<file path="config.mk">
export PLATFORM = sky130hd
export DESIGN_NAME = bpc_ctrl
export DESIGN_NICKNAME = d
export VERILOG_FILES = /design/src/hw/rtl/baro_pressure_temp_compensation_assert.svh /design/src/hw/rtl/bpc_pkg.sv /design/src/hw/rtl/bpc_ctrl.sv
export SDC_FILE = /design/constraint.sdc
export NUM_CORES = 1
export LEC_CHECK = 0
export BUFFER_PORTS_ARGS = -buffer_cell sky130_fd_sc_hd__buf_2
export CAP_MARGIN = 20
export CORE_UTILIZATION = 30
export CTS_CLUSTER_DIAMETER = 200
export DETAILED_ROUTE_END_ITERATION = 6
export SLEW_MARGIN = 20
export SYNTH_ARGS = -nofsm -noshare
export SYNTH_HDL_FRONTEND = slang
export SYNTH_SLANG_ARGS = --single-unit
</file>
<file path="constraint.sdc">
create_clock -name clk -period 1.55 [get_ports clk]
set_clock_uncertainty 0.05 [all_clocks]
set_input_delay 0 -clock clk [delete_from_list [all_inputs] [get_ports clk]]
set_output_delay 0 -clock clk [all_outputs]
set_load 0.01 [all_outputs]
</file>
<file path="src/hw/rtl/baro_pressure_temp_compensation_assert.svh">
// ============================================================================
// Assertion macros for the barometric compensation block
// Concurrent checks that run on clk and are disabled while arst_n is low.
// ============================================================================
`ifndef BARO_PRESSURE_TEMP_COMPENSATION_ASSERT_SVH
`define BARO_PRESSURE_TEMP_COMPENSATION_ASSERT_SVH

// The consequent must hold in the same cycle as the antecedent.
`define BPC_ASSERT_NOW(label, ante, cons, msg) \
	label: assert property (@(posedge clk) disable iff (!arst_n) (ante) |-> (cons)) \
		else $error(msg);

// The consequent must hold in the cycle after the antecedent.
`define BPC_ASSERT_NEXT(label, ante, cons, msg) \
	label: assert property (@(posedge clk) disable iff (!arst_n) (ante) |=> (cons)) \
		else $error(msg);

`endif

</file>
<file path="src/hw/rtl/bpc_pkg.sv">
// ============================================================================
// bpc_pkg
// Shared widths, register codes, structs and helpers for the barometric
// compensation pipeline.
// ============================================================================
package bpc_pkg;

	// Pipeline depth and configuration port geometry.
	localparam int NumStages = 11;
	localparam int NumCoef   = 6;
	localparam int AddrWidth = 5;
	localparam int DataWidth = 32;
	localparam int IdxWidth  = AddrWidth - 2;

	// Field and intermediate widths.
	localparam int RawW   = 24;
	localparam int CoefW  = 16;
	localparam int TempW  = 20;
	localparam int PressW = 32;
	localparam int DtW    = 25;
	localparam int ProdW  = 42;
	localparam int DtSqW  = 50;
	localparam int T2W    = 18;
	localparam int OffW   = 40;
	localparam int SensW  = 39;
	localparam int SqW    = 36;
	localparam int CorrW  = 39;
	localparam int SplitW = 20;
	localparam int PartW  = 44;
	localparam int FullW  = 63;
	localparam int QuotW  = 42;
	localparam int DiffW  = 43;

	// Temperature thresholds in hundredths of a degree.
	localparam int TempRef  = 2000;
	localparam int TempCold = -1500;

	// Register indexes on the configuration port.
	typedef enum logic [IdxWidth-1:0] {
		REG_SENS_BASE   = 3'd0,
		REG_OFF_BASE    = 3'd1,
		REG_SENS_TEMPCO = 3'd2,
		REG_OFF_TEMPCO  = 3'd3,
		REG_REF_TEMP    = 3'd4,
		REG_TEMP_SLOPE  = 3'd5
	} reg_idx_t;

	// Calibration words as held by the register file.
	typedef struct packed {
		logic [CoefW-1:0] sens_base;
		logic [CoefW-1:0] off_base;
		logic [CoefW-1:0] sens_tempco;
		logic [CoefW-1:0] off_tempco;
		logic [CoefW-1:0] ref_temp;
		logic [CoefW-1:0] temp_slope;
	} coef_t;

	// Per-stage load enables and valid flags; bit 0 is stage one.
	typedef struct packed {
		logic [NumStages-1:0] en;
		logic [NumStages-1:0] valid;
	} pipe_ctrl_t;

	// Compensated terms handed from the temperature section to the pressure section.
	typedef struct packed {
		logic signed [TempW-1:0] temp;
		logic signed [OffW-1:0]  off;
		logic signed [SensW-1:0] sens;
		logic [RawW-1:0]         d1;
	} comp_t;

	// Arithmetic right shift that rounds toward zero, as a signed division by 2^k.
	function automatic logic signed [63:0] trunc_shr(input logic signed [63:0] x,
			input int unsigned k);
		logic signed [63:0] bias;
		bias = x[63] ? ((64'sd1 <<< k) - 64'sd1) : 64'sd0;
		return (x + bias) >>> k;
	endfunction

endpackage

</file>
<file path="src/hw/rtl/bpc_ctrl.sv">
// ============================================================================
// bpc_ctrl
// Valid tracking and per-stage load enables for the compensation pipeline.
// ============================================================================
module bpc_ctrl import bpc_pkg::*; (
	input  logic       clk,
	input  logic       arst_n,
	input  logic       in_valid,
	input  logic       out_ready,
	output logic       in_ready,
	output pipe_ctrl_t ctrl
);

	logic [NumStages-1:0] valid_q;
	logic [NumStages:0]   en;

	// A stage loads when it is empty or when its word moves on, so bubbles collapse.
	always_comb begin
		en[NumStages] = out_ready;
		for (int k = NumStages - 1; k >= 0; k--) begin
			en[k] = !valid_q[k] || en[k+1];
		end
	end

	// Valid flags advance together with the data they describe.
	always_ff @(posedge clk or negedge arst_n) begin
		if (!arst_n) begin
			valid_q <= '0;
		end else begin
			valid_q <= (en[NumStages-1:0] & {valid_q[NumStages-2:0], in_valid})
				| (~en[NumStages-1:0] & valid_q);
		end
	end

	assign in_ready   = en[0];
	assign ctrl.en    = en[NumStages-1:0];
	assign ctrl.valid = valid_q;

endmodule

</file>
Word-level counts from Yosys, hierarchy flattened
Cells that the tools add are included.
{"block": "totals", "regBits": 11, "latchBits": 0, "rom_bits": 0, "output_inout_bits": 23, "input_bits": 4, "elab_cells": 27, "memories": 0, "ramBits": 0}
{"block": "op_classes", "div_mod_pow": 0, "multipliers": 0, "bitwise": 4, "reduce_logical": 22, "addsub": 0, "n_shift": 0, "order_cmp": 0, "muxes": 0, "eq_ne": 0}
{"op": "11-bit bitwise AND", "count": 2}
{"op": "1-bit zero test", "count": 11}
{"op": "1-bit logical OR", "count": 11}
{"op": "11-bit NOT", "count": 1}
{"op": "11-bit OR", "count": 1}

Depth between registers and ports, before layout
{"block": "logic_depth", "depth_word": 15, "ltp_mapped": 5, "ltp_nobuf": 2}

Worst setup path after synthesis
OpenSTA, ideal clock, no wires.
{"block": "synth_timing", "kind": "reg2out", "startpoint": "reg with a tool-made name", "endpoint": "out ctrl[11] (netlist name)", "setup_slack_ns": 0.346, "stages_incl_launch_ff": 6, "required_ns": 1.500, "n_path_buf": 3, "t_arrival_ns": 1.154, "cell_sequence": "dfrtp_1 > and4b_1 > buf_6 > buf_6 > nand3_1 > buf_4"}
{"item": "end, declared", "line": "bpc_ctrl.sv:11", "text": "output pipe_ctrl_t ctrl"}

==> results.md <==
- Status: finished, final reports clean
- Synth area leaders: dfrtp_1 (55%), buf_6 (6.8%), a31o_1 (5.3%), nand3_1 (4.0%), nand2b_1 (3.8%)
- Pleak: 0.297 nW
- Detail Placement HPWL: 732 µm
- Mapped cell area: 499 µm²
- CP max FO: 18
- Synth top cells by count: dfrtp_1 (11), nand3_1 (4), a31o_1 (3), buf_6 (3), nand2b_1 (3)
- DRT antenna net count: 0
- CTS tree: yes
- Filler instances: 158
- Overall power: 0.842 mW
- # clock sinks: 11
- Critical Path RT: 1.50 ns
- Ys flop type: dfrtp_1
- Post-CTS Setup Inserts: 0
- Initial antenna violation count: 0
- Final WL: 1.01 mm
- Area Growth Syn to Fin: 34.3%
- Antenna Cells: 0
- Initial core utilization: 32.8%
- Yosys top cell by area: dfrtp_1
- Largest net degree at the start of global routing: 19
- FP Rows: 14
- Die Area: 1830 µm²
- Post-Syn Instances: 41
- Ports: 27
- Worst-case reg-to-reg path depth: 2
- Fraction of layout cells with a size suffix above 1: 48.6%
- Max Cap Violations: 0
- First-pass GRT wire length: 1.68 mm
- HP Class: input pin to asynchronous set/reset pin
- Worst setup EP type: output port
- Fin. max-slew vios: 0
- Design area: 671 µm²
- DR iter-0 viols: 1
- Final GP Congestion: 0.735
- Tot GR Track Use: 12.6%
- Worst-Skew Late Latency: 0.27 ns
- Crit path DAT: 1.38 ns
- Die H: 42.8 µm
- Post-Syn Area per Cell: 12.2 µm²
- Drt via density: 4.97
- Root buffer cell: clkbuf_4
- # setup viols final: 0
- Setup TNS: 0 ns
- Placed Cells: 79
- Total CTS buffers: 3
- Longest Clk Path Bufs: 2
- Class of the most critical setup path: input pin to output port
- Power per Cell Area: 1250 nW/µm²
- Most used cell, CP: buf_2
- Delay-heaviest family, CP: buffers and inverters
- Hold WS: 0.0741 ns
- Mapped Nets: 45
- Max_slew headroom: 83.7%
- Peak supply drop: 0.521 mV
- YS warnings: 0
- I/O Buffers: 26
- Post-layout instance count excluding filler cells: 86
- Area share of the largest cell type after synthesis: 55.1%
- Final period utilization: 92.6%
- Minimum clock period: 1.43 ns
- Stages on the worst setup path: 5
- Worst-margin pin slew: 0.245 ns
- Clock-pin slew on the worst setup and hold paths: 0.07 ns
- Asr flop ratio synth: 100%
- Critical path launch point type: input pin
- Worst path slowest cell: dlygate4sd3_1
- Die W: 42.8 µm
- Library cells used by synthesis: 19
- Yosys reg bits: 11
- Vias in the first global route: 381
- Worst path bufs/invs: 3
- Post-synth EDFFs: 0
- RSZ-0062 raised after global routing: false
- Most common cell in the synthesized netlist: dfrtp_1
- Final Hold Viols: 0
- WL per Instance: 11.8 µm
- Worst path max stage delay: 0.53 ns
- Layout Nets: 75
- Sequential area share after synthesis: 55.1%
- Core Region: 1520 µm²
- Total number of vias: 427
- Remaining DRCs: 0
- Drt first pass iters: 4
- Area after DPL: 608 µm²
- CP cell instances: dlygate4sd3_1 -> buf_2 -> and4b_4 -> nand4_1 -> buf_2
- Fmax: 697 MHz
- CTS H-tree lvls: 1
- Grt ovf: 0
[metrics by stage]
| step | setup slack (ns) | utilization (%) |
|---|---|---|
| global placement | 0.268 | 39.9 |
| detailed placement | 0.239 | 39.9 |
| CTS | 0.0469 | 43.7 |
| global route | 0.0164 | 44.0 |
| finish | 0.115 | 44.0 |
| floorplan | 0.346 | - |
[repair_timing]
action,in CTS,in global routing
hold endpoints to repair,13,0
hold buffers,3,0
setup endpoints to repair,7,5
gates resized for setup,1,3
[power by group]
part           internal, mW  switching, mW  total [mW]
clock                0.0996         0.0975       0.197
sequential            0.330         0.0552       0.386
combinational         0.121          0.138       0.259
total                 0.551          0.290       0.842
[logic make-up after synthesis]
family,count (synthesis),share of synthesized area [%]
AO/OA/AOI/OAI,8,14.5
AND/OR/NAND/NOR,17,21.3
flip-flops,11,55.1
buffers and inverters,5,9.02
[placed cells by master (no fill, tap or decap), drive strengths merged]
master / Yosys / layout
a21o: 2 / 2
a31o: 4 / 4
a41o: 2 / 2
and2: 1 / 1
and4: 2 / 2
and4b: 1 / 1
buf: 4 / 26
clkbuf: 0 / 4
dfrtp: 11 / 11
dlygate4sd3: 0 / 3
inv: 1 / 1
nand2: 2 / 2
nand2b: 3 / 3
nand3: 4 / 4
nand3b: 1 / 1
nand4: 2 / 2
or2: 1 / 1
[routing by layer]
| metal | up-vias | routed length (µm) | global-route usage [%] | part of all wire, % |
|---|---|---|---|---|
| met2 | 13 | 483 | 19.1 | 48 |
| met5 | - | 0 | 0 | 0 |
| li1 | 207 | - | - | - |
| met1 | 203 | 463 | 15.6 | 46 |
| met3 | 4 | 31 | 1.28 | 3.1 |
| met4 | 0 | 36 | 11.3 | 3.6 |
[final timing paths]
path / start / end / slack, ns
min in group clk: in_valid / flip-flop / 0.42
max: out_ready / ctrl[12] / 0.12
max in group asynchronous: arst_n / asynchronous set/reset pin / 1.18
min reg2reg: flip-flop / flip-flop / 0.43
min: arst_n / asynchronous set/reset pin / 0.07
max reg2reg: flip-flop / flip-flop / 0.43
[layout make-up]
type                            count  area [µm²]  area share, %
Sequential cell                    11         275           41.0
Inverter                            1        3.75          0.560
Tap cell                           16        20.0           2.99
Clock buffer                        4        26.3           3.92
Multi-Input combinational cell     25         185           27.6
Timing Repair Buffer               29         160           23.9
Power figures use the tool's default switching activity.
