--- config.mk ---
export PLATFORM = sky130hd
export DESIGN_NAME = bpc_press
export DESIGN_NICKNAME = d
export VERILOG_FILES = /design/src/hw/rtl/baro_pressure_temp_compensation_assert.svh /design/src/hw/rtl/bpc_pkg.sv /design/src/hw/rtl/bpc_press.sv
export SDC_FILE = /design/constraint.sdc
export NUM_CORES = 2
export LEC_CHECK = 0
export ABC_CLOCK_PERIOD_IN_PS = 14200
export BUFFER_PORTS_ARGS = -buffer_cell sky130_fd_sc_hd__buf_2
export CELL_PAD_IN_SITES_DETAIL_PLACEMENT = 0
export CELL_PAD_IN_SITES_GLOBAL_PLACEMENT = 1
export CORE_MARGIN = 2
export CORE_UTILIZATION = 56
export CTS_CLUSTER_SIZE = 16
export DETAILED_ROUTE_END_ITERATION = 10
export PLACE_DENSITY_LB_ADDON = 0.1
export SYNTH_ARGS = -nofsm -noshare
export SYNTH_HDL_FRONTEND = slang
export SYNTH_SLANG_ARGS = --single-unit
--- constraint.sdc ---
create_clock -name clk -period 14.2 [get_ports clk]
set_input_delay 4.26 -clock clk [delete_from_list [all_inputs] [get_ports clk]]
set_output_delay 4.26 -clock clk [all_outputs]
set_load 0.01 [all_outputs]
--- src/hw/rtl/baro_pressure_temp_compensation_assert.svh ---
// ============================================================================
// Assertion macros for the barometric compensation block
// Concurrent checks that run on clk and are disabled while arst_n is low.
// ============================================================================
`ifndef BARO_PRESSURE_TEMP_COMPENSATION_ASSERT_SVH
`define BARO_PRESSURE_TEMP_COMPENSATION_ASSERT_SVH

// The consequent must hold in the same cycle as the antecedent.
`define BPC_ASSERT_NOW(label, ante, cons, msg) \
	label: assert property (@(posedge clk) disable iff (!arst_n) (ante) |-> (cons)) \
		else $error(msg);

// The consequent must hold in the cycle after the antecedent.
`define BPC_ASSERT_NEXT(label, ante, cons, msg) \
	label: assert property (@(posedge clk) disable iff (!arst_n) (ante) |=> (cons)) \
		else $error(msg);

`endif

--- src/hw/rtl/bpc_pkg.sv ---
// ============================================================================
// bpc_pkg
// Shared widths, register codes, structs and helpers for the barometric
// compensation pipeline.
// ============================================================================
package bpc_pkg;

	// Pipeline depth and configuration port geometry.
	localparam int NumStages = 11;
	localparam int NumCoef   = 6;
	localparam int AddrWidth = 5;
	localparam int DataWidth = 32;
	localparam int IdxWidth  = AddrWidth - 2;

	// Field and intermediate widths.
	localparam int RawW   = 24;
	localparam int CoefW  = 16;
	localparam int TempW  = 20;
	localparam int PressW = 32;
	localparam int DtW    = 25;
	localparam int ProdW  = 42;
	localparam int DtSqW  = 50;
	localparam int T2W    = 18;
	localparam int OffW   = 40;
	localparam int SensW  = 39;
	localparam int SqW    = 36;
	localparam int CorrW  = 39;
	localparam int SplitW = 20;
	localparam int PartW  = 44;
	localparam int FullW  = 63;
	localparam int QuotW  = 42;
	localparam int DiffW  = 43;

	// Temperature thresholds in hundredths of a degree.
	localparam int TempRef  = 2000;
	localparam int TempCold = -1500;

	// Register indexes on the configuration port.
	typedef enum logic [IdxWidth-1:0] {
		REG_SENS_BASE   = 3'd0,
		REG_OFF_BASE    = 3'd1,
		REG_SENS_TEMPCO = 3'd2,
		REG_OFF_TEMPCO  = 3'd3,
		REG_REF_TEMP    = 3'd4,
		REG_TEMP_SLOPE  = 3'd5
	} reg_idx_t;

	// Calibration words as held by the register file.
	typedef struct packed {
		logic [CoefW-1:0] sens_base;
		logic [CoefW-1:0] off_base;
		logic [CoefW-1:0] sens_tempco;
		logic [CoefW-1:0] off_tempco;
		logic [CoefW-1:0] ref_temp;
		logic [CoefW-1:0] temp_slope;
	} coef_t;

	// Per-stage load enables and valid flags; bit 0 is stage one.
	typedef struct packed {
		logic [NumStages-1:0] en;
		logic [NumStages-1:0] valid;
	} pipe_ctrl_t;

	// Compensated terms handed from the temperature section to the pressure section.
	typedef struct packed {
		logic signed [TempW-1:0] temp;
		logic signed [OffW-1:0]  off;
		logic signed [SensW-1:0] sens;
		logic [RawW-1:0]         d1;
	} comp_t;

	// Arithmetic right shift that rounds toward zero, as a signed division by 2^k.
	function automatic logic signed [63:0] trunc_shr(input logic signed [63:0] x,
			input int unsigned k);
		logic signed [63:0] bias;
		bias = x[63] ? ((64'sd1 <<< k) - 64'sd1) : 64'sd0;
		return (x + bias) >>> k;
	endfunction

endpackage

--- src/hw/rtl/bpc_press.sv ---
// ============================================================================
// bpc_press
// Stages seven to eleven: split pressure product, scaling, offset removal
// and saturation to 32 bits.
// ============================================================================
module bpc_press import bpc_pkg::*; (
	input  logic                     clk,
	input  pipe_ctrl_t               ctrl,
	input  comp_t                    comp,
	output logic signed [TempW-1:0]  temperature_centi,
	output logic signed [PressW-1:0] pressure_pa
);

	// Stage seven: raw count times sensitivity as two partial products.
	logic [PartW-1:0]        lo_s7;
	logic signed [PartW-1:0] hi_s7;
	logic signed [OffW-1:0]  off_s7;
	logic signed [TempW-1:0] temp_s7;

	always_ff @(posedge clk) begin
		if (ctrl.en[6]) begin
			lo_s7   <= PartW'(comp.d1) * PartW'(comp.sens[SplitW-1:0]);
			hi_s7   <= $signed({1'b0, comp.d1}) * $signed(comp.sens[SensW-1:SplitW]);
			off_s7  <= comp.off;
			temp_s7 <= comp.temp;
		end
	end

	// Stage eight: recombine the partial products.
	logic signed [FullW-1:0] prod_s8;
	logic signed [OffW-1:0]  off_s8;
	logic signed [TempW-1:0] temp_s8;

	always_ff @(posedge clk) begin
		if (ctrl.en[7]) begin
			prod_s8 <= FullW'((64'(hi_s7) <<< SplitW) + 64'(lo_s7));
			off_s8  <= off_s7;
			temp_s8 <= temp_s7;
		end
	end

	// Stage nine: scale by 2^21 toward zero.
	logic signed [QuotW-1:0] q_s9;
	logic signed [OffW-1:0]  off_s9;
	logic signed [TempW-1:0] temp_s9;

	always_ff @(posedge clk) begin
		if (ctrl.en[8]) begin
			q_s9    <= QuotW'(trunc_shr(64'(prod_s8), 21));
			off_s9  <= off_s8;
			temp_s9 <= temp_s8;
		end
	end

	// Stage ten: remove the offset.
	logic signed [DiffW-1:0] r_s10;
	logic signed [TempW-1:0] temp_s10;

	always_ff @(posedge clk) begin
		if (ctrl.en[9]) begin
			r_s10    <= DiffW'(64'(q_s9) - 64'(off_s9));
			temp_s10 <= temp_s9;
		end
	end

	// Stage eleven: scale by 2^15 toward zero and clamp to the signed 32-bit range.
	logic signed [63:0]       p_full;
	logic signed [PressW-1:0] p_sat;
	logic signed [PressW-1:0] pressure_s11;
	logic signed [TempW-1:0]  temp_s11;

	always_comb begin
		p_full = trunc_shr(64'(r_s10), 15);
		if (p_full > 64'sd2147483647) begin
			p_sat = {1'b0, {(PressW-1){1'b1}}};
		end else if (p_full < -64'sd2147483648) begin
			p_sat = {1'b1, {(PressW-1){1'b0}}};
		end else begin
			p_sat = p_full[PressW-1:0];
		end
	end

	always_ff @(posedge clk) begin
		if (ctrl.en[10]) begin
			pressure_s11 <= p_sat;
			temp_s11     <= temp_s10;
		end
	end

	assign temperature_centi = temp_s11;
	assign pressure_pa       = pressure_s11;

endmodule

After elaboration in Yosys (flattened, before gate mapping)
Cells that the tools add are included. Widths: inputs -> output; s select.

Register bits after elaboration: 487. Input port bits: 146. Output and inout port bits: 52.

Add/sub/neg operators: 4. Multipliers: 2. $lt $le $gt $ge: 2. Multiplexer cells: 3.

Operators with widths (count): $add 63x22->63 (1); $add 63x44->63 (1); $add 43x16->44 (1); $mul 24x20->44 (1); $mul 25x19->43 (1); $sub 42x40->43 (1); $gt 29x32->1 const B (1); $lt 29x32->1 const B (1); $mux 32 (1); $mux 21 (1); $mux 15 (1).

Depth between registers and ports, before layout
Depth after elaboration: 4. Depth in mapped cells: 27.

Least setup slack after synthesis
OpenSTA, ideal clock, no wires.

Path type: input-to-reg. Start point: input comp[7] in the netlist's numbering. End point: register lo_s7[43], data pin. Library setup time: 0.260 ns. Arrival time: 10.276 ns. Data required time: 13.940 ns. Path slack: 3.664 ns. Cell stages on the path: 26. Cells stage by stage: buf_1 > clkbuf_1 > nand2_1 > fa_1 > inv_1 > fa_1 > inv_1 > fa_1 > inv_1 > fa_1 > fa_1 > fa_1 > inv_1 > fa_1 > inv_1 > ha_1 > buf_2 > a21oi_1 > nor2_1 > nor3_1 > a31oi_1 > o21a_1 > a21o_1 > a211o_1 > a31oi_1 > xnor2_1.

Longest elaborated chain between the ends: 1.

Ends and longest elaborated chain: from (decl) (RTL line bpc_press.sv:9) `input comp_t comp,`; $mul 24x20->44 (RTL line bpc_press.sv:22) `lo_s7 <= PartW'(comp.d1) * PartW'(comp.sens[SplitW-1:0]);`; to (signal assigned) (RTL line bpc_press.sv:22); to (decl) (RTL line bpc_press.sv:15) `logic [PartW-1:0] lo_s7;`.

No other way between the ends. A chain may end at the register's enable or synchronous reset.

Worst setup path in the final report
Start point: input comp[7] in the netlist's numbering. End point: register hi_s7[36], data pin.

Longest elaborated chain between the ends: 1.

Ends and longest elaborated chain: $mul 25x19->43 (RTL line bpc_press.sv:23) `hi_s7 <= $signed({1'b0, comp.d1}) * $signed(comp.sens[SensW-1:SplitW]);`; to (signal assigned) (RTL line bpc_press.sv:23); to (decl) (RTL line bpc_press.sv:16) `logic signed [PartW-1:0] hi_s7;`.

No other way between the ends.

==> impl_metrics.csv <==
group,metric,value,unit
status,outcome,"finished, final reports clean",
logic_synthesis,synth_xor_xnor_area_share,3.871,%
clock_network,cts_root_buffer,"clkbuf_16",
logic_synthesis,syn_inst,4834,
grt,first_global_vias,34590,
detailed_routing,drt_iter0_markers,1974,
finish,nFillCells,7765,
logic_synthesis,ys_types,82,
finish,multi_input_area,32600,um^2
logic_synthesis,async_flop_share,0,%
worst_setup_path,max_stage_delay,0.81,ns
worst_setup_path,worst_path_max_delay_cell,"buf_2",
die,rows,111,
flow_run,max_cap_viol_count,0,
grt,grt_use_total,25.15,%
timing,rsz0062_at_grt,"no",
detailed_routing,drtAntennaViolNets,0,
finish,seqCellArea,14560,um^2
clock_network,htree_levels,2,
clock_network,numCtsBuffers,43,
clock_network,cts_setup_buffers,0,
logic_synthesis,ys.warnings.count,0,
timing,drv_slew,0,
logic_synthesis,synth_top_family_by_area,"adder cells",
die,die_area,94150,um^2
timing,finalCriticalPeriod,11.41,ns
logic_synthesis,syn_area,51360,um^2
die,die_y,306.8,um
logic_synthesis,synth_enable_flop_cells,485,
timing,slew_headroom,24.54,%
detailed_routing,drc,0,
finish,fin_cells,6099,
detailed_routing,wl,113900,um
logic_synthesis,yosysTopAreaCell,"fa_1",
worst_setup_path,worstSetupPathType,"in2reg",
finish,drive_gt1_share,6.170,%
logic_synthesis,yosys.area_share.adder,40.13,%
timing,fin_worst_skew,0.02697,ns
die,dieWidth,306.8,um
timing,tightest_slew,1.132,ns
logic_synthesis,synth_fp_nets,6167,
clock_network,ctsResizeCount,0,
logic_synthesis,synth_top_area_share,29.90,%
timing,fmax,0.08762,GHz
detailed_routing,wl_per_cell,18.68,um
timing,setup-tns-final,0,ns
logic_synthesis,avgSynthCellArea,10.62,um^2
grt,grt_pass1_wl,185700,um
worst_setup_path,crit_buf_inv,4,
logic_synthesis,yosys.area_share.simple,13.21,%
timing,setup_viol,0,
detailed_routing,via_count,32950,
logic_synthesis,synth-compound-area-share,6.242,%
die,ios,198,
worst_setup_path,crit_chain,"buf_2 > nand2_1 > fa_1 > inv_1 > fa_1 > inv_1 > fa_1 > inv_1 > fa_1 > fa_1 > fa_1 > fa_1 > ha_1 > a211oi_1 > o21ai_0 > a31oi_1 > o31ai_1 > a21oi_1 > o211ai_1 > a31o_2 > a21oi_1 > xnor2_1",
timing,hold_viol,0,
logic_synthesis,ys.flop_type,"edfxtp_1",
logic_synthesis,synth_mux_area_share,0.01949,%
worst_setup_path,start_kind,"primary input",
worst_setup_path,end_kind,"flip-flop",
grt,gr-total-overflow,0,
logic_synthesis,synthTopCellsByArea,"fa_1, edfxtp_1, ha_1",
placed_design,dpl.hpwl,85140,um
placed_design,pre_cts_slack,2.408,ns
grt,grt_max_degree,79,
timing,whs,0.4143,ns
worst_setup_path,path_common_cell,"fa_1",
placed_design,dp_cells,6021,
worst_setup_path,required,14.54,ns
clock_network,clock_sinks,485,
worst_setup_path,path_max_fanout,39,
clock_network,clk_pin_slew,0.07,ns
timing,fin_crit_sh,80.37,%
clock_network,clk_latency,0.56,ns
clock_network,clockBufferDepth,3,
detailed_routing,viasPerCell,5.402,
placed_design,io_buffers,180,
detailed_routing,drt-pass1-iter-count,7,
die,core_area,91250,um^2
finish,nNetsFinal,6213,
min_path,hold_path.class,"reg2reg",
logic_synthesis,ys_seq_area_share,28.36,%
die,start_util,56.28,%
clock_network,postCtsHoldBufs,0,
clock_network,cts_tree,"yes",
worst_setup_path,cp_data_arrival_time,11.76,ns
finish,areaGrowthSynthToFinish,6.239,%
grt,antenna_found_initial,6,
logic_synthesis,ys_ff_latch,485,
timing,worst_slack,2.787,ns
worst_setup_path,crit_family,"adder cells",
placed_design,gp_congestion,0.8509,
## cells in the mapped netlist, drive strengths merged (5+ instances only)
cell type,count
a211oi,18
a21boi,8
a21o,111
a21oi,131
a221oi,8
a31oi,20
and2,481
and3,30
and4,10
buf,17
clkbuf,189
edfxtp,485
fa,767
ha,420
inv,904
nand2,537
nand2b,24
nand3,53
nand4,35
nor2,112
nor2b,31
nor3,21
nor3b,5
o211ai,19
o21a,16
o21ai,74
o21bai,16
o31ai,11
or2,5
xnor2,148
xor2,79
## layout make-up
type | count | share of cell area (%)
multi-input cells | 3239 | 59.75
flip-flops and latches | 485 | 26.69
inverters | 904 | 6.219
well taps | 1186 | 2.720
repair buffers | 207 | 2.043
clock buffers | 45 | 1.986
clock inverters | 31 | 0.5825
diodes | 2 | 0.009173
## worst paths after layout
path                                   from      endpoint  slack, ns  cells after the start
worst max-delay path                comp[7]     hi_s7[36]       2.79                     22
worst min-delay path            temp_s9[18]  temp_s10[18]       0.41                      0
worst max register to register  prod_s8[62]      q_s9[41]      10.40                     10
worst min register to register  temp_s9[18]  temp_s10[18]       0.41                      0
## cell usage in the layout, fill, tap and decap left out, types with 20 or more instances in the layout
master and instances:
clkbuf_16 43, and2_1 480, xnor2_1 148, and3_1 30, a21o_1 110, inv_1 904
nand4_1 35, nor2_1 112, nand2b_1 24, o21ai_0 68, nand3_1 52, buf_4 29
a21oi_1 130, fa_1 767, nor3_1 20, edfxtp_1 485, ha_1 420, buf_2 177
nor2b_1 31, nand2_1 537, xor2_1 79
## per-stage QoR
step / utilization (%) / cell area (um^2)
after floorplan: - / 51360
after global placement: 58.25 / 53150
after detailed placement: 58.25 / 53150
after CTS: 59.79 / 54560
after global routing: 59.79 / 54560
final: 59.80 / 54560
## logic make-up (layout without fill, tap and decap cells)
group	Yosys count	after routing
and+or+nand+nor	1350	1350
adders and majority gates	1187	1187
buffers and inverters	1110	1187
DFF	485	485
AOI/OAI and AO/OA	474	474
xor gates and xnor gates	227	227
muxes	1	1
other	0	2
## sequential cells by signal, summed over array words and instances, names as in the netlist
signal             flops
off_s8                40
temp_s10              20
q_s9                  42
pressure_pa           30
temp_s7               20
r_s10                 43
temp_s8               20
hi_s7                 43
prod_s8               63
temp_s9               20
temperature_centi     20
off_s9                40
off_s7                40
lo_s7                 44
## metal layers
layer  up-vias  routed length, um  global-route usage, %
met5         -                 12                      0
met3       147               6183                  3.060
li1      15340                  -                      -
met2       813              53030                  41.25
met4         2               2629                  5.928
met1     16650              52050                  36.03
## worst register-to-register path: cells and delay by family, from the launching register on
kind	cells	cell delay, ns
adders and majority gates	1	0.56
xor gates and xnor gates	1	0.13
AOI/OAI and AO/OA	2	0.69
and+or+nand+nor	6	1.34
DFF	1	0.80
Power is not shown: default switching activity piles up to over one toggle a cycle in this logic, so the estimate is an artifact.
