### src/hw/rtl/baro_pressure_temp_compensation_assert.svh
// ============================================================================
// Assertion macros for the barometric compensation block
// Concurrent checks that run on clk and are disabled while arst_n is low.
// ============================================================================
`ifndef BARO_PRESSURE_TEMP_COMPENSATION_ASSERT_SVH
`define BARO_PRESSURE_TEMP_COMPENSATION_ASSERT_SVH

// The consequent must hold in the same cycle as the antecedent.
`define BPC_ASSERT_NOW(label, ante, cons, msg) \
	label: assert property (@(posedge clk) disable iff (!arst_n) (ante) |-> (cons)) \
		else $error(msg);

// The consequent must hold in the cycle after the antecedent.
`define BPC_ASSERT_NEXT(label, ante, cons, msg) \
	label: assert property (@(posedge clk) disable iff (!arst_n) (ante) |=> (cons)) \
		else $error(msg);

`endif

### src/hw/rtl/bpc_pkg.sv
// ============================================================================
// bpc_pkg
// Shared widths, register codes, structs and helpers for the barometric
// compensation pipeline.
// ============================================================================
package bpc_pkg;

	// Pipeline depth and configuration port geometry.
	localparam int NumStages = 11;
	localparam int NumCoef   = 6;
	localparam int AddrWidth = 5;
	localparam int DataWidth = 32;
	localparam int IdxWidth  = AddrWidth - 2;

	// Field and intermediate widths.
	localparam int RawW   = 24;
	localparam int CoefW  = 16;
	localparam int TempW  = 20;
	localparam int PressW = 32;
	localparam int DtW    = 25;
	localparam int ProdW  = 42;
	localparam int DtSqW  = 50;
	localparam int T2W    = 18;
	localparam int OffW   = 40;
	localparam int SensW  = 39;
	localparam int SqW    = 36;
	localparam int CorrW  = 39;
	localparam int SplitW = 20;
	localparam int PartW  = 44;
	localparam int FullW  = 63;
	localparam int QuotW  = 42;
	localparam int DiffW  = 43;

	// Temperature thresholds in hundredths of a degree.
	localparam int TempRef  = 2000;
	localparam int TempCold = -1500;

	// Register indexes on the configuration port.
	typedef enum logic [IdxWidth-1:0] {
		REG_SENS_BASE   = 3'd0,
		REG_OFF_BASE    = 3'd1,
		REG_SENS_TEMPCO = 3'd2,
		REG_OFF_TEMPCO  = 3'd3,
		REG_REF_TEMP    = 3'd4,
		REG_TEMP_SLOPE  = 3'd5
	} reg_idx_t;

	// Calibration words as held by the register file.
	typedef struct packed {
		logic [CoefW-1:0] sens_base;
		logic [CoefW-1:0] off_base;
		logic [CoefW-1:0] sens_tempco;
		logic [CoefW-1:0] off_tempco;
		logic [CoefW-1:0] ref_temp;
		logic [CoefW-1:0] temp_slope;
	} coef_t;

	// Per-stage load enables and valid flags; bit 0 is stage one.
	typedef struct packed {
		logic [NumStages-1:0] en;
		logic [NumStages-1:0] valid;
	} pipe_ctrl_t;

	// Compensated terms handed from the temperature section to the pressure section.
	typedef struct packed {
		logic signed [TempW-1:0] temp;
		logic signed [OffW-1:0]  off;
		logic signed [SensW-1:0] sens;
		logic [RawW-1:0]         d1;
	} comp_t;

	// Arithmetic right shift that rounds toward zero, as a signed division by 2^k.
	function automatic logic signed [63:0] trunc_shr(input logic signed [63:0] x,
			input int unsigned k);
		logic signed [63:0] bias;
		bias = x[63] ? ((64'sd1 <<< k) - 64'sd1) : 64'sd0;
		return (x + bias) >>> k;
	endfunction

endpackage

### src/hw/rtl/bpc_regs.sv
// ============================================================================
// bpc_regs
// APB register file holding the six calibration words.
// ============================================================================
module bpc_regs import bpc_pkg::*; (
	input  logic                 clk,
	input  logic                 arst_n,
	input  logic                 psel,
	input  logic                 penable,
	input  logic                 pwrite,
	input  logic [AddrWidth-1:0] paddr,
	input  logic [DataWidth-1:0] pwdata,
	output logic [DataWidth-1:0] prdata,
	output logic                 pready,
	output coef_t                coef
);

	coef_t    coef_q;
	reg_idx_t idx;
	logic     wr;

	assign idx    = reg_idx_t'(paddr[AddrWidth-1:2]);
	assign wr     = psel && penable && pwrite;
	assign pready = 1'b1;
	assign coef   = coef_q;

	// Register writes; addresses past the last word are ignored.
	always_ff @(posedge clk or negedge arst_n) begin
		if (!arst_n) begin
			coef_q <= '0;
		end else if (wr) begin
			unique case (idx)
				REG_SENS_BASE:   coef_q.sens_base   <= pwdata[CoefW-1:0];
				REG_OFF_BASE:    coef_q.off_base    <= pwdata[CoefW-1:0];
				REG_SENS_TEMPCO: coef_q.sens_tempco <= pwdata[CoefW-1:0];
				REG_OFF_TEMPCO:  coef_q.off_tempco  <= pwdata[CoefW-1:0];
				REG_REF_TEMP:    coef_q.ref_temp    <= pwdata[CoefW-1:0];
				REG_TEMP_SLOPE:  coef_q.temp_slope  <= pwdata[CoefW-1:0];
				default: begin
				end
			endcase
		end
	end

	// Read mux; unmapped addresses read as zero.
	always_comb begin
		unique case (idx)
			REG_SENS_BASE:   prdata = DataWidth'(coef_q.sens_base);
			REG_OFF_BASE:    prdata = DataWidth'(coef_q.off_base);
			REG_SENS_TEMPCO: prdata = DataWidth'(coef_q.sens_tempco);
			REG_OFF_TEMPCO:  prdata = DataWidth'(coef_q.off_tempco);
			REG_REF_TEMP:    prdata = DataWidth'(coef_q.ref_temp);
			REG_TEMP_SLOPE:  prdata = DataWidth'(coef_q.temp_slope);
			default:         prdata = '0;
		endcase
	end

endmodule

### config.mk
export PLATFORM = sky130hd
export DESIGN_NAME = bpc_regs
export DESIGN_NICKNAME = d
export VERILOG_FILES = /design/src/hw/rtl/baro_pressure_temp_compensation_assert.svh /design/src/hw/rtl/bpc_pkg.sv /design/src/hw/rtl/bpc_regs.sv
export SDC_FILE = /design/constraint.sdc
export NUM_CORES = 1
export LEC_CHECK = 0
export BUFFER_PORTS_ARGS = -buffer_cell sky130_fd_sc_hd__clkbuf_2
export CORE_MARGIN = 2
export CORE_UTILIZATION = 45
export CTS_BUF_LIST = sky130_fd_sc_hd__clkbuf_8
export DETAILED_ROUTE_END_ITERATION = 16
export GPL_TIMING_DRIVEN = 0
export MAX_ROUTING_LAYER = met4
export PLACE_DENSITY = 0.82
export SYNTH_ARGS = -nofsm -noshare
export SYNTH_HDL_FRONTEND = slang
export SYNTH_SLANG_ARGS = --single-unit
### constraint.sdc
create_clock -name clk -period 2.3 [get_ports clk]
set_input_delay 0.115 -clock clk [delete_from_list [all_inputs] [get_ports clk]]
set_output_delay 0.115 -clock clk [all_outputs]
set_load 0.02 [all_outputs]
After elaboration in Yosys (flattened, before gate mapping)

Index checks and enable logic that the tools add are counted.

Reduce and logical (&&, ||, !) cells: 9
Multiplexer cells: 1
Equality and inequality tests: 5

Operators with widths:

| operator             | count |
|---|---|
| $pmux W16 S6         | 1 |
| $reduce_and A2 Y1    | 6 |
| $eq A3 B2 Y1 const B | 2 |
| $eq A3 B3 Y1 const B | 2 |
| $eq A3 B1 Y1 const B | 1 |
| $logic_not A3 Y1     | 1 |
| $logic_and A1 B1 Y1  | 2 |

Output and inout bits: 129
Register bits after elaboration: 96
Word-level logic and storage cells: 21

Logic depth before layout (Yosys ltp)

Gate-level depths: netlist (run 1).

Depth in word-level cells: 3
Mapped depth: 6

Worst setup path before layout (run 1)

OpenSTA, ideal clock, no wires.

Path kind: input to register
Start: input paddr[4]
End: register coef_q, in the netlist coef[53]
Path buffers: 3
Data arrival time: 1300 ps
Stages on the path: 6
Setup time: 125 ps
Slack: 875 ps
Cells stage by stage: clkbuf_2 > nand2b_1 > buf_2 > nor2_4 > buf_6 > mux2_2

Cells in the longest elaborated chain, start to end: 2

RTL lines:

| item                               | line           | text |
|---|---|---|
| from (decl)                        | bpc_regs.sv:11 | `input logic [AddrWidth-1:0] paddr,` |
| $eq A3 B2 Y1                       | bpc_regs.sv:32 | `unique case (idx)` |
| $reduce_and A2 Y1 (no source line) | --             |  |
| to (decl)                          | bpc_regs.sv:18 | `coef_t coef_q;` |

Every way passes these cells.
A chain may end at the register's enable or synchronous reset.

Worst setup path after layout (run 1)

Start: input paddr[3]
End: output prdata[1]

Cells in the longest elaborated chain, start to end: 2

RTL lines:

| item                                 | line           | text |
|---|---|---|
| $eq A3 B3 Y1 (tied with other cells) | bpc_regs.sv:47 | `unique case (idx)` |
| $pmux W16 S6 *                       | bpc_regs.sv:47 |  |
| to (decl)                            | bpc_regs.sv:13 | `output logic [DataWidth-1:0] prdata,` |

Mark *: on every way between the ends. The rest lies on a longest branch, timed or not.

==> results of run 1 <==
## power breakdown
group	switching, mW	internal [mW]	leakage [nW]
logic	0.938	0.644	1.58
clock network	0.582	0.748	0.123
registers	0.267	2.02	1.23
## worst max-delay path by stage
stage           endpoint  slack [ns]
2_1_floorplan   coef[53]        0.88
3_3_place_gp    coef[51]        0.03
3_5_place_dp    coef[41]        0.45
4_1_cts        prdata[2]        0.48
5_1_grt        prdata[2]        0.39
6_report       prdata[1]        0.49
## layer usage
layer / wire [um] / vias up / track usage [%]
met1: 5100 / 1664 / 28.9
met5: 0 / - / -
met2: 6150 / 147 / 38.5
met3: 856 / 21 / 5.99
li1: - / 1525 / -
met4: 237 / 0 / 7.43
## repair_timing
action / CTS / global route
buffers inserted: 0 / 0
hold endpoints to repair: 44 / 0
hold buffers: 1 / 0
## area by class of cell
class	instances	area (sq um)	area share [%]
inverters	1	3.75	0.0650
repair buffers	135	706	12.2
clock buffers	10	138	2.38
flip-flops and latches	96	2400	41.6
well taps	133	166	2.88
multi-input cells	216	2000	34.7
plain buffers	37	253	4.38
clock inverters	5	104	1.80
## through the flow
stage | hold WS, ns | total power [mW] | instance area (sq um) | worst slack, ns | utilization [%]
3_5_place_dp | 0.211 | 3.91 | 5520 | 0.446 | 56.0
5_1_grt | 0.0320 | 5.43 | 5770 | 0.391 | 58.5
4_1_cts | 0.0267 | 5.24 | 5770 | 0.482 | 58.5
2_1_floorplan | -0.181 | 3.28 | 4660 | 0.875 | -
6_report | 0.0448 | 5.20 | 5770 | 0.488 | 58.5
3_3_place_gp | 0.404 | 3.84 | 5490 | 0.0341 | 55.7
## layout by cell type, fill, tap and decap left out, types with 10 or more instances in the layout
cell type | netlist | routed
mux2_1 | 10 | 10
clkbuf_2 | 1 | 133
mux2i_1 | 26 | 26
dfrtp_1 | 96 | 96
clkbuf_8 | 0 | 10
conb_1 | 2 | 17
mux2_2 | 98 | 98
buf_4 | 24 | 24
nand2_1 | 12 | 12
## kinds of logic after synthesis
| logic type | after synthesis | share of synthesized area [%] |
|---|---|---|
| mux | 134 | 32.1 |
| other cells | 2 | 0.163 |
| compound gates | 28 | 4.73 |
| simple gates | 37 | 5.27 |
| flops | 96 | 52.2 |
| buf+inv | 38 | 5.57 |
==> metrics.md, run 1 <==
| Metric | Value |
|---|---|
| Number of DRC markers in iteration 0 | `140` |
| WP data required | `2.18 ns` |
| Sequential area share after synthesis | `52.2%` |
| CP Buf/Inv Count | `5` |
| Critical-path cell list | `clkbuf_2 -> buf_4 -> buf_2 -> buf_2 -> nor2_1 -> a311o_1 -> clkbuf_2` |
| Row count | `36` |
| Crit. End Element | `output pin` |
| Largest net degree at the start of global routing | `53` |
| Inst Count DP | `617` |
| Layout cell share with drive strength beyond 1 | `57.6%` |
| Worst Hold Path EP | `coef[91]` |
| Final TNS setup | `0 ns` |
| Root Buffer | `clkbuf_8` |
| Hold path start | `pwdata[11]` |
| DP HPWL | `8760 um` |
| Worst relative slew slack | `54.4%` |
| Wire per inst | `19.5 um` |
| Latest clock arrival within the worst-skew pair | `0.37 ns` |
| Leading area contributor after synthesis | `dfrtp_1` |
| Synth Flop Type | `dfrtp_1` |
| Hold Vio Cnt, Final | `0` |
| Area Overhead vs Synth | `25.4%` |
| Crit Reg-Reg Startpoint | `coef[86]` |
| Grt total ovfl | `0` |
| Post-synth EDFFs | `0` |
| Crit Path Class | `in2out` |
| Worst-Margin Slew | `0.684 ns` |
| Final setup violation count | `0` |
| Die width | `105 um` |
| Synth top cells by count | `mux2_2 (98), dfrtp_1 (96), mux2i_1 (26), buf_4 (24), nand2_1 (12)` |
| Hold Path Class | `in2reg` |
| Vias per inst | `5.30` |
| Max Cap Viol | `0` |
| Die ar. | `11100 sq um` |
| Hold path cells | `2` |
| Final non-filler cell total | `633` |
| Cell depth of the worst flop-to-flop path | `1` |
| Reg clk slew, reported paths | `0.09 ns` |
| Pleak | `2.93 nW` |
| Max Freq | `552 MHz` |
| Synth Instances | `335` |
| Post_cts resized | `0` |
| Layout net count | `538` |
| FILL cells | `834` |
| Status | `finished clean` |
| H-tree depth | `3` |
| Setup slack, reg-to-reg | `1.47 ns` |
| Setup crit start | `paddr[3]` |
| Reg-to-Reg End | `coef[86]` |
| Startpoint Class | `input pin` |
| Vias in the first global route | `3478` |
| GRT Total Usage | `23.6%` |
| Drt total wl | `12300 um` |
| I/O Buffers | `133` |
| Post-synthesis instance area | `4600 sq um` |
| Top Ports | `171` |
| Largest cells by area after synthesis | `dfrtp_1 (52%), mux2_2 (24%), mux2i_1 (5.7%), buf_4 (3.9%), mux2_1 (2.4%)` |
| CP max stage delay | `0.37 ns` |
| Number of flip-flops in the largest register | `96` |
| Final Max Slew Viols | `0` |
| TritonCTS buffer count | `9` |
| Initial antenna violation count | `0` |
| Cell with the most instances after synthesis | `mux2_2` |
| Crit-path max FO | `10` |
| Syn_area_per_cell | `13.7 sq um` |
| Number of diodes | `0` |
| CORE AREA | `9860 sq um` |
| Async set or reset register ratio after synthesis | `100%` |
| First-pass GRT wire length | `19000 um` |
| Stages on worst setup path | `7` |
| Gpl congestion | `0.819` |
| Vias | `3357` |
| Arrival @ worst endpoint | `1.70 ns` |
| CTS tree | `done` |
| Chip height | `105 um` |
| Drt pass-1 iters | `4` |
| Power per Cell Area | `900 nW/um^2` |
| CTS Sinks | `96` |
| Synth warn | `0` |
| Min Tclk post-route | `1.81 ns` |
| Starting density of the core | `46.7%` |
| IR drop worst, VDD | `0.000533 V` |
| Residual DRC | `0` |
| CTS max path bufs | `2` |
| Fin Clk Skew | `0 ns` |
| ANT nets after route | `0` |
| Top delay family on crit path | `buffers and inverters` |
| Fin crit share | `78.8%` |
| Area share of the largest cell type after synthesis | `52.2%` |
| CP max-delay cell | `a311o_1` |
| Yosys cell types | `30` |
| FF+latch count, synth | `96` |
| RSZ-0062 raised after global routing | `no` |
Power figures use the tool's default switching activity.
==> run 2, diff against run 1 <==
==> constraint.sdc (replaced) <==
create_clock -name clk -period 1.7 [get_ports clk]
set_input_delay 0.085 -clock clk [delete_from_list [all_inputs] [get_ports clk]]
set_output_delay 0.085 -clock clk [all_outputs]
set_load 0.02 [all_outputs]
==> run 2 against run 1 <==
- total power is 36% higher
- non-clock buffer count is 2 higher
- clock power is 35% higher
- cell area is 0.72% higher
- wire length is 0.45% higher
- clock skew stayed put
- setup slack worse by 0.43 ns
- flip-flop and latch count stayed put
- critical path type is now reg2out
==> metrics.md, run 2 (synthesis results as in run 1) <==
| Metric | Value |
|---|---|
| Startpoint Class | `flop` |
| Row count | `36` |
| Latest clock arrival within the worst-skew pair | `0.36 ns` |
| Commonest non-fill, non-tap cells in the layout | `clkbuf_2 (136), mux2_2 (98), dfrtp_1 (96)` |
| Worst-Margin Slew | `0.665 ns` |
| Crit-path max FO | `3` |
| Final Max Slew Viols | `0` |
| Setup Buffers After CTS | `0` |
| Number of DRC markers in iteration 0 | `172` |
| Final Core Density | `58.9%` |
| Dpl cell area | `5520 sq um` |
| CTS Sinks | `96` |
| Reg-to-Reg End | `coef[86]` |
| DP HPWL | `8760 um` |
| Drt total wl | `12400 um` |
| Residual DRC | `0` |
| FILL cells | `834` |
| Crit Path Class | `reg2out` |
| Root Buffer | `clkbuf_8` |
| Top Ports | `171` |
| Die ar. | `11100 sq um` |
| Hold Path Class | `in2reg` |
| Max Cap Viol | `0` |
| CP max-delay cell | `dfrtp_1` |
| Layout net count | `540` |
| ANT nets after route | `0` |
| Layout cell share with drive strength beyond 1 | `58.4%` |
| Worst Hold Path EP | `coef[87]` |
| Status | `finished clean` |
| Setup slack, reg-to-reg | `0.87 ns` |
| Cell depth of the worst flop-to-flop path | `1` |
| Largest net degree at the start of global routing | `53` |
| Gpl congestion | `0.819` |
| Hold path cells | `2` |
| Pleak | `2.96 nW` |
| CTS max path bufs | `2` |
| Critical-path cell list | `mux2_2 -> a221oi_1 -> a31oi_1 -> clkbuf_2` |
| Wire per inst | `19.5 um` |
| I/O Buffers | `133` |
| Reg clk slew, reported paths | `0.09 ns` |
| Hold slack | `0.0207 ns` |
| RSZ-0062 raised after global routing | `yes` |
| Crit Reg-Reg Startpoint | `coef[86]` |
| H-tree depth | `3` |
| Chip height | `105 um` |
| First-pass GRT wire length | `19100 um` |
| Vias per inst | `5.33` |
| Crit. End Element | `output pin` |
| Arrival @ worst endpoint | `1.56 ns` |
| TritonCTS buffer count | `9` |
| Drt pass-1 iters | `4` |
| Commonest non-fill, non-tap cell in the layout | `clkbuf_2` |
| Initial antenna violation count | `0` |
| Vias | `3382` |
| Die width | `105 um` |
| CTS tree | `done` |
| Power per Cell Area | `1210 nW/um^2` |
| Hold Vio Cnt, Final | `0` |
| Number of diodes | `0` |
| Max Freq | `608 MHz` |
| CP max stage delay | `0.42 ns` |
| Worst relative slew slack | `55.7%` |
| Final setup violation count | `0` |
| CORE AREA | `9860 sq um` |
| Hold path start | `pwdata[7]` |
| WP data required | `1.62 ns` |
| Fin Clk Skew | `0 ns` |
| Min Tclk post-route | `1.65 ns` |
| GRT Total Usage | `23.6%` |
| Starting density of the core | `46.7%` |
| Fin area | `5810 sq um` |
| Grt total ovfl | `0` |
| Area Overhead vs Synth | `26.3%` |
| Vias in the first global route | `3511` |
| Fin crit share | `96.8%` |
| Number of flip-flops in the largest register | `96` |
| IR drop worst, VDD | `0.000721 V` |
run 2: cell types whose count changed in the layout (fill, tap and decap cells not counted), sizes merged:
cell,change
buf,-1
clkbuf,+1
dlygate4sd3,+2
run 2: area by class of cell:
cell class                 instances  area, sq um  share of cell area [%]
sequential                        96         2400                    41.3
multi-input combinational        216         2010                    34.6
timing repair buffer             137          726                    12.5
buffer                            37          262                    4.50
tap                              133          166                    2.86
clock buffer                      10          138                    2.37
clock inverter                     5          104                    1.79
inverter                           1         3.75                  0.0646
run 2: report_power, final:
| part | internal (mW) | switching [mW] |
|---|---|---|
| clock network | 1.01 | 0.789 |
| registers | 2.73 | 0.364 |
| logic | 0.880 | 1.28 |
run 2: per-stage QoR:
step	instances	TNS, ns	worst slack, ns	power, mW
CTS	635	0	0.0204	7.10
finish	635	0	0.0540	7.05
global route	635	-0.0235	-0.0144	7.36
floorplan	350	0	0.305	4.44
detailed placement	617	-1.86	-0.124	5.29
global placement	616	-52.78	-0.536	5.20
run 2: per-layer routing:
metal	part of all wire [%]	track usage, %	up-vias
li1	-	-	1525
met1	42	28.7	1686
met2	50	38.6	151
met3	6.5	5.61	20
met4	2.0	8.10	0
met5	0	-	-
run 2: how the worst max path moves through the flow:
| stage | start | to | slack (ns) | depth (start not counted) |
|---|---|---|---|---|
| 3_5_place_dp | paddr[2] | coef[41] | -0.12 | 5 |
| 4_1_cts | paddr[3] | prdata[11] | 0.02 | 7 |
| 2_1_floorplan | paddr[4] | coef[53] | 0.31 | 6 |
| 6_report | coef[59] | prdata[11] | 0.05 | 4 |
| 5_1_grt | coef[91] | prdata[11] | -0.01 | 4 |
| 3_3_place_gp | arst_n | coef[51] | -0.54 | 1 |
run 2: worst max-delay path: cells and delay by family, from the launching register on:
kind,cells,cell delay (ns)
flip-flops,1,0.42
AO/OA/AOI/OAI,2,0.34
multiplexers,1,0.27
buffers and inverters,1,0.17
run 2: timing repair:
item / CTS / global route
hold buffers: 3 / 0
hold endpoints to repair: 46 / 0
setup endpoints to repair: 7 / 7
resized for setup: 3 / 6
==> run 3, diff against run 2 <==
--- a/config.mk
+++ b/config.mk
@@ -13,6 +13,7 @@
 export GPL_TIMING_DRIVEN = 0
 export MAX_ROUTING_LAYER = met4
 export PLACE_DENSITY = 0.82
+export RECOVER_POWER = 50
 export SYNTH_ARGS = -nofsm -noshare
 export SYNTH_HDL_FRONTEND = slang
 export SYNTH_SLANG_ARGS = --single-unit
==> run 3 against run 2 <==
- via count is 1.1% lower
- first-iteration DRC count is 4.1% lower
- wire length is 0.40% higher
- total power is 1.6% lower
- maximum frequency is 0.43% higher
- largest power group unchanged
==> metrics.md, run 3 (synthesis results as in run 1) <==
| Metric | Value |
|---|---|
| Setup Buffers After CTS | `0` |
| Largest net degree at the start of global routing | `53` |
| Arrival @ worst endpoint | `1.55 ns` |
| Number of flip-flops in the largest register | `96` |
| Reg clk slew, reported paths | `0.09 ns` |
| Crit Path Class | `reg2out` |
| Number of diodes | `0` |
| Hold Vio Cnt, Final | `0` |
| Hold Path Class | `in2reg` |
| Power per Cell Area | `1220 nW/um^2` |
| RSZ-0062 raised after global routing | `yes` |
| Latest clock arrival within the worst-skew pair | `0.37 ns` |
| Final Max Slew Viols | `0` |
| Layout cell share with drive strength beyond 1 | `39.8%` |
| Min Tclk post-route | `1.64 ns` |
| CORE AREA | `9860 sq um` |
| Top Ports | `171` |
| Drt pass-1 iters | `4` |
| GRT Total Usage | `23.6%` |
| Max Cap Viol | `0` |
| CTS max path bufs | `2` |
| Final setup violation count | `0` |
| Startpoint Class | `flop` |
| Commonest non-fill, non-tap cell in the layout | `mux2_2` |
| H-tree depth | `3` |
| CTS Sinks | `96` |
| Worst-Margin Slew | `1.19 ns` |
| Place WS | `-0.124 ns` |
| Vias in the first global route | `3511` |
| FILL cells | `887` |
| First-pass GRT wire length | `19100 um` |
| Commonest non-fill, non-tap cells in the layout | `mux2_2 (98), dfrtp_1 (96), clkbuf_1 (93)` |
| Max Freq | `610 MHz` |
| Residual DRC | `0` |
| Worst relative slew slack | `20.7%` |
| Die ar. | `11100 sq um` |
| Crit Reg-Reg Startpoint | `coef[86]` |
| Number of DRC markers in iteration 0 | `165` |
| WP data required | `1.62 ns` |
| CTS tree | `done` |
| ANT nets after route | `0` |
| DP HPWL | `8760 um` |
| Initial antenna violation count | `0` |
| Hold path start | `pwdata[8]` |
| Reg-to-Reg End | `coef[86]` |
| Vias per inst | `5.27` |
| Drt total wl | `12500 um` |
| Row count | `36` |
| TritonCTS buffer count | `9` |
| Inst Count DP | `617` |
| Gpl congestion | `0.819` |
| Final non-filler cell total | `635` |
| Area Overhead vs Synth | `23.6%` |
| Grt total ovfl | `0` |
| Cell depth of the worst flop-to-flop path | `1` |
| Vias | `3344` |
| Chip height | `105 um` |
| Die width | `105 um` |
| Wire per inst | `19.6 um` |
| Pleak | `2.66 nW` |
| Starting density of the core | `46.7%` |
| Pwr Total | `6.94 mW` |
| Setup slack, reg-to-reg | `0.87 ns` |
| IR drop worst, VDD | `0.000719 V` |
| Hold slack | `0.0226 ns` |
| Root Buffer | `clkbuf_8` |
| Fin Clk Skew | `0 ns` |
| I/O Buffers | `133` |
| Status | `finished clean` |
| Crit. End Element | `output pin` |
| Hold path cells | `2` |
| Worst Hold Path EP | `coef[88]` |
| Worst Setup Slack, final | `0.0611 ns` |
| Fin crit share | `96.4%` |
| Layout net count | `540` |
| Crit-path max FO | `3` |
run 3: cell types whose count changed in the layout (fill, tap and decap cells not counted):
cell	delta
clkbuf_1	+92
nand4_2	-1
clkbuf_4	-1
buf_2	-1
nand4_1	+1
clkbuf_2	-90
run 3: layout make-up:
cell class	instances	area [sq um]	share of cell area, %
inverters	1	3.75	0.0660
clock buffers	10	138	2.42
repair buffers	137	609	10.7
well taps	133	166	2.92
plain buffers	37	260	4.57
flip-flops and latches	96	2400	42.2
clock inverters	5	104	1.82
multi-input cells	216	2010	35.3
run 3: worst max path at each step:
stage / start / to / slack, ns / cells after the start
2_1_floorplan: paddr[4] / coef[53] / 0.31 / 6
6_report: coef[88] / prdata[8] / 0.06 / 4
3_5_place_dp: paddr[2] / coef[41] / -0.12 / 5
5_1_grt: coef[91] / prdata[11] / -0.01 / 4
4_1_cts: paddr[3] / prdata[11] / 0.02 / 7
3_3_place_gp: arst_n / coef[51] / -0.54 / 1
run 3: metrics by stage:
stage | setup TNS [ns] | instance area (sq um) | util, %
after CTS | 0 | 5800 | 58.8
after global placement | -52.78 | 5490 | 55.7
final | 0 | 5690 | 57.7
after floorplan | 0 | 4660 | -
after global routing | -0.0351 | 5690 | 57.7
after detailed placement | -1.86 | 5520 | 56.0
run 3: worst max-delay path: stages, from the launching register on:
cell and delay, ns:
dfrtp_1 0.41, mux2_2 0.28, a221oi_2 0.25, a31oi_1 0.07, clkbuf_2 0.17
run 3: report_power, final:
part	switching, mW	leakage, nW	total [mW]	internal [mW]
Sequential	0.359	1.23	3.09	2.73
Combinational	1.28	1.31	2.05	0.771
Clock	0.789	0.123	1.80	1.01
Total	2.43	2.66	6.94	4.51
run 3: per-layer routing:
metal | track usage [%] | wire (um)
met1 | 28.7 | 5150
met5 | - | 0
met3 | 5.61 | 819
met2 | 38.6 | 6230
met4 | 8.10 | 257
run 3: timing repair:
| action | in CTS | in global routing |
|---|---|---|
| endpoints found under the hold margin | 46 | 0 |
| hold buffers | 3 | 0 |
| endpoints found under the setup margin | 7 | 7 |
| pin swaps | 0 | 0 |
| resized for setup | 3 | 6 |
